--- src/rtl/fbao_pkg.sv ---
// ----------------------------------------------------------------------------
// fbao_pkg
// shared types and constants for the framebuffer alpha overlay engine
// ----------------------------------------------------------------------------
package fbao_pkg;

    localparam int MAX_WIDTH  = 256;
    localparam int MAX_HEIGHT = 256;

    localparam int X_W     = $clog2(MAX_WIDTH);
    localparam int Y_W     = $clog2(MAX_HEIGHT);
    localparam int ADDR_W  = X_W + Y_W;
    localparam int SIZE_W  = 9;
    localparam int COORD_W = 9;
    localparam int PADDR_W = 3;
    localparam int PDATA_W = 32;
    localparam int PIX_W   = 32;

    typedef enum logic [1:0] {
        REQ_CLEAR  = 2'd0,
        REQ_BLEND  = 2'd1,
        REQ_READ   = 2'd2,
        REQ_STATUS = 2'd3
    } t_req_type;

    typedef enum logic [1:0] {
        ST_DONE    = 2'd0,
        ST_IGNORED = 2'd1,
        ST_EDGE    = 2'd2
    } t_status;

    typedef enum logic {
        REG_WIDTH  = 1'b0,
        REG_HEIGHT = 1'b1
    } t_reg_idx;

    typedef enum logic [2:0] {
        S_IDLE,
        S_CLEAR,
        S_BLEND_RD,
        S_BLEND_WR,
        S_READ_OUT
    } t_state;

    typedef struct packed {
        t_req_type          req_type;
        logic [COORD_W-1:0] pos_x;
        logic [COORD_W-1:0] pos_y;
        logic [7:0]         in_red;
        logic [7:0]         in_green;
        logic [7:0]         in_blue;
        logic [7:0]         in_alpha;
    } t_req;

    typedef struct packed {
        logic [7:0] out_red;
        logic [7:0] out_green;
        logic [7:0] out_blue;
        logic [7:0] out_alpha;
        logic       error_seen;
        t_status    status;
    } t_res;

    typedef struct packed {
        logic [SIZE_W-1:0] width;
        logic [SIZE_W-1:0] height;
    } t_cfg;

endpackage

--- src/rtl/fbao_blend.sv ---
// ----------------------------------------------------------------------------
// fbao_blend
// colour mix datapath: registered products, then exact divide by 255
// ----------------------------------------------------------------------------
module fbao_blend
    import fbao_pkg::*;
(
    input  logic             i_clk,
    input  logic             i_load,
    input  logic [PIX_W-1:0] i_bg,
    input  t_req             i_fg,
    output logic [PIX_W-1:0] o_pixel
);

    logic [15:0] r_sum_r;
    logic [15:0] r_sum_g;
    logic [15:0] r_sum_b;
    logic [7:0]  r_keep_a;
    logic [7:0]  w_inv_a;

    function automatic logic [15:0] mix_sum(input logic [7:0] bg, input logic [7:0] fg,
                                            input logic [7:0] a, input logic [7:0] inv);
        logic [15:0] p_bg;
        logic [15:0] p_fg;
        p_bg = 16'(bg) * 16'(inv);
        p_fg = 16'(fg) * 16'(a);
        return 16'(p_bg + p_fg);
    endfunction

    // floor(s / 255) for s up to 255 * 255
    function automatic logic [7:0] div255(input logic [15:0] s);
        logic [16:0] t;
        t = 17'(s) + 17'd1 + 17'(s >> 8);
        return t[15:8];
    endfunction

    assign w_inv_a = 8'd255 - i_fg.in_alpha;

    always_ff @(posedge i_clk) begin
        if (i_load) begin
            r_sum_r  <= mix_sum(i_bg[7:0],   i_fg.in_red,   i_fg.in_alpha, w_inv_a);
            r_sum_g  <= mix_sum(i_bg[15:8],  i_fg.in_green, i_fg.in_alpha, w_inv_a);
            r_sum_b  <= mix_sum(i_bg[23:16], i_fg.in_blue,  i_fg.in_alpha, w_inv_a);
            r_keep_a <= i_bg[31:24];
        end
    end

    assign o_pixel = {r_keep_a, div255(r_sum_b), div255(r_sum_g), div255(r_sum_r)};

endmodule

--- config.mk ---
export PLATFORM = sky130hd
export DESIGN_NAME = fbao_blend
export DESIGN_NICKNAME = d
export VERILOG_FILES = /design/src/rtl/fbao_pkg.sv /design/src/rtl/fbao_blend.sv
export SDC_FILE = /design/constraint.sdc
export NUM_CORES = 1
export LEC_CHECK = 0
export BUFFER_PORTS_ARGS = -buffer_cell sky130_fd_sc_hd__buf_2
export CORE_UTILIZATION = 35
export CTS_CLUSTER_DIAMETER = 60
export DETAILED_ROUTE_END_ITERATION = 16
export GPL_TIMING_DRIVEN = 0
export PLACE_DENSITY_LB_ADDON = 0.15
export SKIP_LAST_GASP = 1
export SLEW_MARGIN = 20
export SYNTH_ARGS = -nofsm -noshare
export SYNTH_HDL_FRONTEND = slang
export SYNTH_SLANG_ARGS = --single-unit
--- constraint.sdc ---
create_clock -name i_clk -period 19.4 [get_ports i_clk]
set_clock_uncertainty 0.05 [all_clocks]
set_input_delay 5.82 -clock i_clk [delete_from_list [all_inputs] [get_ports i_clk]]
set_output_delay 5.82 -clock i_clk [all_outputs]
set_load 0.1 [all_outputs]
==> flow_summary.json <==
{
  "final_cell_mix": "inv_1, fa_1, ha_1, and2_1, nor2b_1",
  "crit_arrival_ns": 11.71,
  "crit_path_max_fanout": 10,
  "endpoint": "r_sum_g[14]$_DFFE_PP_",
  "ys_types": 41,
  "routed_wl_um": 39400,
  "holdCritPathClass": "in2reg",
  "initial_core_util_pct": 35.5,
  "final_common_cell": "inv_1",
  "max_freq_mhz": 85.7,
  "clockRootBuffer": "clkbuf_16",
  "dr.pass1.iters": 5,
  "startpoint_type": "primary input",
  "worst_pin_slew_ns": 0.977,
  "final_max_slew_viol_count": 0,
  "vias_per_cell": 4.63,
  "area.growth.synth_to_final_pct": 8.55,
  "ant_nets": 0,
  "coreArea_mm2": 0.0442,
  "ys_ff_latch": 56,
  "drc": 0,
  "vias": 10803,
  "clockBufferDepth": 2,
  "crit_top_cell": "fa_1",
  "cts_resized": 0,
  "overflow": 0,
  "final.setup.tns_ns": 0,
  "io_buffers": 89,
  "pin_count": 118,
  "cp-startpoint": "i_fg[0]",
  "max_cap_violations": 0,
  "ys_seq_area_share_pct": 10.7,
  "syn_area_mm2": 0.0157,
  "grt_pass1_wl_um": 63000,
  "yosysWarnings": 0,
  "htree_levels": 2,
  "dp.final_hpwl_um": 33000,
  "end_kind": "flip-flop",
  "cts_tree": "done",
  "clk_pin_slew_worst_paths_ns": 0.10,
  "critical_path.max_stage_delay_ns": 0.60,
  "rsz0062_at_grt": "false",
  "wl_per_cell_um": 16.9,
  "synth_top_area_share_pct": 36.8,
  "drive_gt1_share_pct": 6.03,
  "slew_headroom_pct": 34.9,
  "cts_inserted_buffers": 5,
  "criticalPathCategory": "in2reg",
  "grt_util_all_layers_pct": 18.4,
  "die_h_um": 214,
  "hold_viol": 0,
  "cts_num_sinks": 56,
  "antenna_found_initial": 3,
  "fin_crit_sh_pct": 60.1,
  "synth.area.top_cells": "fa_1, ha_1, edfxtp_1",
  "synth_cells": 1642,
  "rows": 77,
  "min_period_ns": 11.67,
  "hold_buffers": 0,
  "synth_edf_count": 56,
  "avgSynthCellArea_um2": 9.55,
  "grt_pass1_vias": 11300,
  "gp_congestion": 0.827,
  "first_iter_violations": 490,
  "crit_chain": "clkbuf_1, clkbuf_1, nand2_1, fa_1, fa_1, inv_1, fa_1, fa_1, fa_1, inv_1, fa_1, inv_1, ha_1, nand3_1, nor2_1, nor4b_2, o31ai_1, a21oi_1, xnor2_1",
  "ys_async_sr_fraction_pct": 0,
  "ys.flop_type": "edfxtp_1",
  "synth_top_area_cell": "fa_1",
  "setup_viol": 0,
  "grt_max_degree": 57,
  "postCtsSetupBuffers": 0,
  "required_ns": 19.45,
  "status": "complete, no violations",
  "die_area_mm2": 0.0457,
  "die_x_um": 214,
  "final_nets": 2321,
  "crit_slowest_cell": "clkbuf_1"
}
==> worst max-delay path: cells and delay by family <==
kind	cells	cell delay, ns
xor+xnor	1	0.08
compound gates	2	0.35
buf+inv	5	1.32
fa+ha+maj	7	3.34
simple gates	4	0.79
==> cells in the mapped netlist, drive strengths merged (7+ instances only) <==
cell,instances
nand3,13
nand2,72
and2,135
inv,415
a21o,13
xnor2,57
clkbuf,40
nor2,20
a21oi,36
nor2b,115
edfxtp,56
nand2b,83
nor3,7
ha,207
fa,288
xor2,13
o21ai,22
o21a,7
==> stage by stage <==
step / utilization [%] / std cells / setup slack [ns] / hold slack (ns) / cell area (um^2)
floorplan: - / 1644 / 8.42 / 5.87 / 15700
global placement: 38.2 / 2325 / 7.34 / 5.95 / 16900
detailed placement: 38.2 / 2325 / 7.29 / 5.95 / 16900
CTS: 38.5 / 2333 / 7.65 / 5.61 / 17000
global route: 38.5 / 2333 / 7.37 / 5.61 / 17000
finish: 38.5 / 2334 / 7.73 / 5.62 / 17000
==> layout make-up <==
type | instances | area, um^2
antenna | 1 | 2.50
buffer | 40 | 150
clock buffer | 6 | 129
clock inverter | 2 | 13.8
fill | 4497 | 27200
inverter | 415 | 1560
multi-input combinational | 1133 | 12300
sequential | 56 | 1680
tap | 592 | 741
timing repair buffer | 89 | 448
==> cell families (layout without fill, tap and decap cells) <==
group,Yosys count,after routing,synth area share (%)
adder cells (fa/ha/maj),495,495,53.3
AND/OR/NAND/NOR,458,458,16.7
buffers and inverters,455,552,10.9
AO/OA/AOI/OAI,104,104,4.29
XOR/XNOR,70,70,3.91
flip-flops,56,56,10.7
multiplexers,3,3,0.215
other,1,4,0.0239
==> state kept, by name, summed over array words and instances (netlist names) <==
name / count
r_sum_r: 16
r_sum_b: 16
r_sum_g: 16
r_keep_a: 8
==> routing by layer <==
metal  vias to the layer above  wire length [um]  GRT usage [%]
met5                         -                 0              0
met2                       168             18800           30.7
met3                        22              1270           1.63
met1                      5496             18800           26.0
met4                         0               589           3.92
li1                       5117                 -              -
==> how the worst min path moves through the flow <==
stage	start	endpoint	slack [ns]	cells after the start
floorplan	i_bg[24]	r_keep_a[0]$_DFFE_PP_	5.87	0
global placement	i_bg[31]	r_keep_a[7]$_DFFE_PP_	5.95	1
detailed placement	i_bg[27]	r_keep_a[3]$_DFFE_PP_	5.95	1
CTS	i_bg[27]	r_keep_a[3]$_DFFE_PP_	5.61	1
global route	i_bg[27]	r_keep_a[3]$_DFFE_PP_	5.61	1
finish	i_bg[25]	r_keep_a[1]$_DFFE_PP_	5.62	1
Power is left out: the tool's default activity adds up to more than one toggle a clock period on the data nets, which glitch-free logic cannot reach.
