<file path="config.mk">
export PLATFORM = sky130hd
export DESIGN_NAME = fbao_cfg
export DESIGN_NICKNAME = d
export VERILOG_FILES = /design/src/rtl/fbao_pkg.sv /design/src/rtl/fbao_cfg.sv
export SDC_FILE = /design/constraint.sdc
export NUM_CORES = 1
export LEC_CHECK = 0
export BUFFER_PORTS_ARGS = -buffer_cell sky130_fd_sc_hd__buf_2
export CAP_MARGIN = 20
export CORE_ASPECT_RATIO = 1.1
export CORE_MARGIN = 2
export CORE_UTILIZATION = 34
export DETAILED_ROUTE_END_ITERATION = 10
export PLACE_DENSITY_LB_ADDON = 0.1
export RECOVER_POWER = 100
export SLEW_MARGIN = 20
export SYNTH_ARGS = -nofsm -noshare
export SYNTH_HDL_FRONTEND = slang
export SYNTH_SLANG_ARGS = --single-unit
</file>
<file path="constraint.sdc">
create_clock -name i_clk -period 0.8 [get_ports i_clk]
set_input_delay 0.08 -clock i_clk [delete_from_list [all_inputs] [get_ports i_clk]]
set_output_delay 0.08 -clock i_clk [all_outputs]
set_load 0.03 [all_outputs]
</file>
<file path="src/rtl/fbao_pkg.sv">
// ----------------------------------------------------------------------------
// fbao_pkg
// shared types and constants for the framebuffer alpha overlay engine
// ----------------------------------------------------------------------------
package fbao_pkg;

    localparam int MAX_WIDTH  = 256;
    localparam int MAX_HEIGHT = 256;

    localparam int X_W     = $clog2(MAX_WIDTH);
    localparam int Y_W     = $clog2(MAX_HEIGHT);
    localparam int ADDR_W  = X_W + Y_W;
    localparam int SIZE_W  = 9;
    localparam int COORD_W = 9;
    localparam int PADDR_W = 3;
    localparam int PDATA_W = 32;
    localparam int PIX_W   = 32;

    typedef enum logic [1:0] {
        REQ_CLEAR  = 2'd0,
        REQ_BLEND  = 2'd1,
        REQ_READ   = 2'd2,
        REQ_STATUS = 2'd3
    } t_req_type;

    typedef enum logic [1:0] {
        ST_DONE    = 2'd0,
        ST_IGNORED = 2'd1,
        ST_EDGE    = 2'd2
    } t_status;

    typedef enum logic {
        REG_WIDTH  = 1'b0,
        REG_HEIGHT = 1'b1
    } t_reg_idx;

    typedef enum logic [2:0] {
        S_IDLE,
        S_CLEAR,
        S_BLEND_RD,
        S_BLEND_WR,
        S_READ_OUT
    } t_state;

    typedef struct packed {
        t_req_type          req_type;
        logic [COORD_W-1:0] pos_x;
        logic [COORD_W-1:0] pos_y;
        logic [7:0]         in_red;
        logic [7:0]         in_green;
        logic [7:0]         in_blue;
        logic [7:0]         in_alpha;
    } t_req;

    typedef struct packed {
        logic [7:0] out_red;
        logic [7:0] out_green;
        logic [7:0] out_blue;
        logic [7:0] out_alpha;
        logic       error_seen;
        t_status    status;
    } t_res;

    typedef struct packed {
        logic [SIZE_W-1:0] width;
        logic [SIZE_W-1:0] height;
    } t_cfg;

endpackage

</file>
<file path="src/rtl/fbao_cfg.sv">
// ----------------------------------------------------------------------------
// fbao_cfg
// apb register bank for image width and height, clamped on write
// ----------------------------------------------------------------------------
module fbao_cfg
    import fbao_pkg::*;
(
    input  logic               i_clk,
    input  logic               i_rst_n,
    input  logic               psel,
    input  logic               penable,
    input  logic               pwrite,
    input  logic [PADDR_W-1:0] paddr,
    input  logic [PDATA_W-1:0] pwdata,
    output logic [PDATA_W-1:0] prdata,
    output logic               pready,
    output t_cfg               o_cfg
);

    t_cfg     r_cfg;
    t_cfg     n_cfg;
    t_reg_idx w_idx;
    logic     w_wr;

    function automatic logic [SIZE_W-1:0] clamp_size(input logic [SIZE_W-1:0] v,
                                                     input logic [SIZE_W-1:0] max);
        logic [SIZE_W-1:0] res;
        if (v == '0) begin
            res = SIZE_W'(1);
        end else if (v > max) begin
            res = max;
        end else begin
            res = v;
        end
        return res;
    endfunction

    assign w_idx  = t_reg_idx'(paddr[2]);
    assign w_wr   = psel && penable && pwrite && pready;
    assign pready = 1'b1;

    always_comb begin
        n_cfg = r_cfg;
        if (w_wr) begin
            case (w_idx)
                REG_WIDTH:  n_cfg.width  = clamp_size(pwdata[SIZE_W-1:0], SIZE_W'(MAX_WIDTH));
                REG_HEIGHT: n_cfg.height = clamp_size(pwdata[SIZE_W-1:0], SIZE_W'(MAX_HEIGHT));
                default:    n_cfg = r_cfg;
            endcase
        end
    end

    always_comb begin
        case (w_idx)
            REG_WIDTH:  prdata = PDATA_W'(r_cfg.width);
            REG_HEIGHT: prdata = PDATA_W'(r_cfg.height);
            default:    prdata = '0;
        endcase
    end

    always_ff @(posedge i_clk) begin
        if (!i_rst_n) begin
            r_cfg.width  <= SIZE_W'(MAX_WIDTH);
            r_cfg.height <= SIZE_W'(MAX_HEIGHT);
        end else begin
            r_cfg <= n_cfg;
        end
    end

    assign o_cfg = r_cfg;

endmodule

</file>
==> summary.txt <==
Critical path
  • CP endpoint kind: output pin
  • Crit path DAT: 1050 ps
  • Crit path kind: reg -> out
  • Required time worst endpoint: 720 ps
  • CP max FO: 2
  • Startpoint types: flop

Timing
  • Final period util: 141%
  • RSZ-0062 raised after global routing: true
  • Skew final: 0 ps
  • Final setup viols: 28
  • Final hold slack: 134 ps
  • Tmin final: 1130 ps
  • F_max: 888 MHz
  • Final WS setup: -327 ps
  • Sum Neg Setup Slack: -5640 ps
  • Slew Limit Fails: 0
  • Final hold violation count: 0

Clocking
  • Clock latency on the worst-skew pair: 290 ps
  • Clock slew seen by the registers of the worst setup and hold paths: 120 ps
  • CTS buffer count: 3
  • Cts hold-fix bufs: 0
  • CTS tree: yes
  • H-tree levels: 1
  • Clk sink count: 18
  • Clock Path Buffers: 2
  • Clock root buffer: clkbuf_4

Detailed routing
  • Detailed router's first-iteration violation count: 36
  • DR vias/cell: 4.43
  • Via Count: 1041
  • DRT Wirelength: 2.90 mm
  • WL/cell: 12.3 µm
  • Antenna Nets Post-Route: 0
  • # DRC: 0
  • Drt pass-1 iters: 4

Power
  • Tot Pwr: 0.00200 W
  • Leak: 0.880 nW
  • PwrDens: 1080 nW/µm²
  • Peak supply drop: 701 µV

Die
  • Die X: 57.2 µm
  • Initial core utilization: 35.3%
  • IO Pins: 91
  • Placeable Area: 3000 µm²
  • DIE HEIGHT: 62.5 µm
  • Die area: 3570 µm²
  • Rows: 21

Global routing
  • Vias in the first global route: 921
  • Grt ovf: 0
  • Largest net degree at the start of global routing: 13
  • Total GRT Usage: 15.1%
  • First-pass GRT wire length: 4.23 mm
  • Initial antenna violation count: 0

Layout
  • Antenna Cells: 0
  • Final #Nets: 242
  • Largest register FFs: 18
  • Area growth from synthesis to layout: 75.4%
  • Fill cells: 277
  • Layout cell share with drive strength beyond 1: 58.7%

Logic synthesis
  • Post-synthesis instance total: 124
  • FF+latch count, synth: 18
  • Syn Area/Cell: 8.53 µm²
  • Synth cell types: 20
  • Mapped Area: 1060 µm²
  • Seq/Total Area, Yosys: 34.1%
  • Synth Warn #: 0

Job
  • Max Cap Viol: 0

Worst hold path
  • HP Class: in -> reg

Placement
  • PortBufs: 41
  • Gpl congestion: 0.759
  • Detailed placement HPWL: 2.17 mm

Outcome
  • Outcome: finished, violations left
  • Violated checks: setup timing
[critical path, cell delays in order, from the launching register on]
cell and delay [ps]:
dfxtp_2 350, mux2_4 270, buf_6 140
[area by class of cell]
| type | instances | area, µm² | share of cell area, % |
|---|---|---|---|
| multi-input cells | 100 | 633 | 34.1 |
| flip-flops and latches | 18 | 383 | 20.6 |
| clock buffers | 4 | 36.3 | 1.96 |
| well taps | 34 | 42.5 | 2.29 |
| repair buffers | 79 | 759 | 41.0 |
[per-layer routing]
layer | share of wire (%) | up-vias | track usage [%]
li1 | - | 520 | -
met1 | 40 | 482 | 17.6
met2 | 53 | 37 | 26.9
met3 | 5.2 | 2 | 3.11
met4 | 1.0 | 0 | 5.23
met5 | 0 | - | 0
[Yosys cell counts]
master / n / area (µm²)
nand3_1: 4 / 20.0
a21oi_1: 1 / 5.00
nand4b_2: 1 / 15.0
nand4_2: 1 / 12.5
buf_4: 26 / 195
mux2_2: 9 / 101
nor4_1: 1 / 6.26
nor2b_1: 7 / 43.8
and4_1: 1 / 8.76
a21boi_1: 14 / 105
clkbuf_1: 1 / 3.75
and4b_1: 1 / 10.0
nor3_1: 1 / 5.00
nand2b_1: 1 / 6.26
o31ai_2: 1 / 12.5
dfxtp_1: 18 / 360
o31ai_1: 1 / 7.51
nand2_1: 32 / 120
buf_6: 1 / 11.3
conb_1: 2 / 7.51
[cell families (layout without fill, tap and decap cells)]
logic type / after synthesis / in the layout / share of synthesized area [%]
multiplexers: 9 / 9 / 9.59
other: 2 / 24 / 0.710
flip-flops: 18 / 18 / 34.1
buffers and inverters: 28 / 83 / 19.9
AND/OR/NAND/NOR: 50 / 50 / 23.4
AO/OA/AOI/OAI: 17 / 17 / 12.3
[power breakdown]
group	total [W]	internal (W)	leakage, nW	switching (W)
sequential	0.000920	0.000911	0.153	0.00000933
clock	0.000575	0.000277	0.0210	0.000298
combinational	0.000506	0.000184	0.707	0.000322
[cell usage in the layout, fill, tap and decap left out]
cell type  instances
a21boi_1          14
a21oi_1            1
and4_1             1
and4b_1            1
buf_12             2
buf_2             14
buf_4             16
buf_6             47
clkbuf_4           3
clkbuf_8           1
conb_1            24
dfxtp_2           18
mux2_4             9
nand2_1           31
nand2_2            1
nand2b_1           1
nand3_1            1
nand3_2            2
nand3_4            1
nand4_2            1
nand4b_2           1
nor2b_1            7
nor3_1             1
nor4_1             1
o31ai_2            2
[metrics by stage]
stage | setup WS (ps) | utilization (%) | instances | area [µm²]
finish | -327 | 61.9 | 235 | 1850
CTS | -321 | 58.0 | 227 | 1740
global route | -365 | 61.9 | 235 | 1850
floorplan | 30.2 | - | 146 | 1200
global placement | -131 | 49.3 | 222 | 1480
detailed placement | -182 | 49.3 | 222 | 1480
[worst paths after layout]
check | from | endpoint | slack, ps | cells past startpoint
hold reg to reg | o_cfg[3] | o_cfg[3] | 570 | 3
setup reg to reg | o_cfg[5] | o_cfg[5] | -10 | 4
setup / recovery | o_cfg[9] | prdata[0] | -330 | 2
hold / removal | i_rst_n | o_cfg[15] | 130 | 2
[what timing repair did]
action	CTS	global route
endpoints found under the setup margin	27	28
pin swaps	0	3
setup buffers	1	15
resized for setup	67	20
Note: power is estimated with default switching activity, not from simulation.
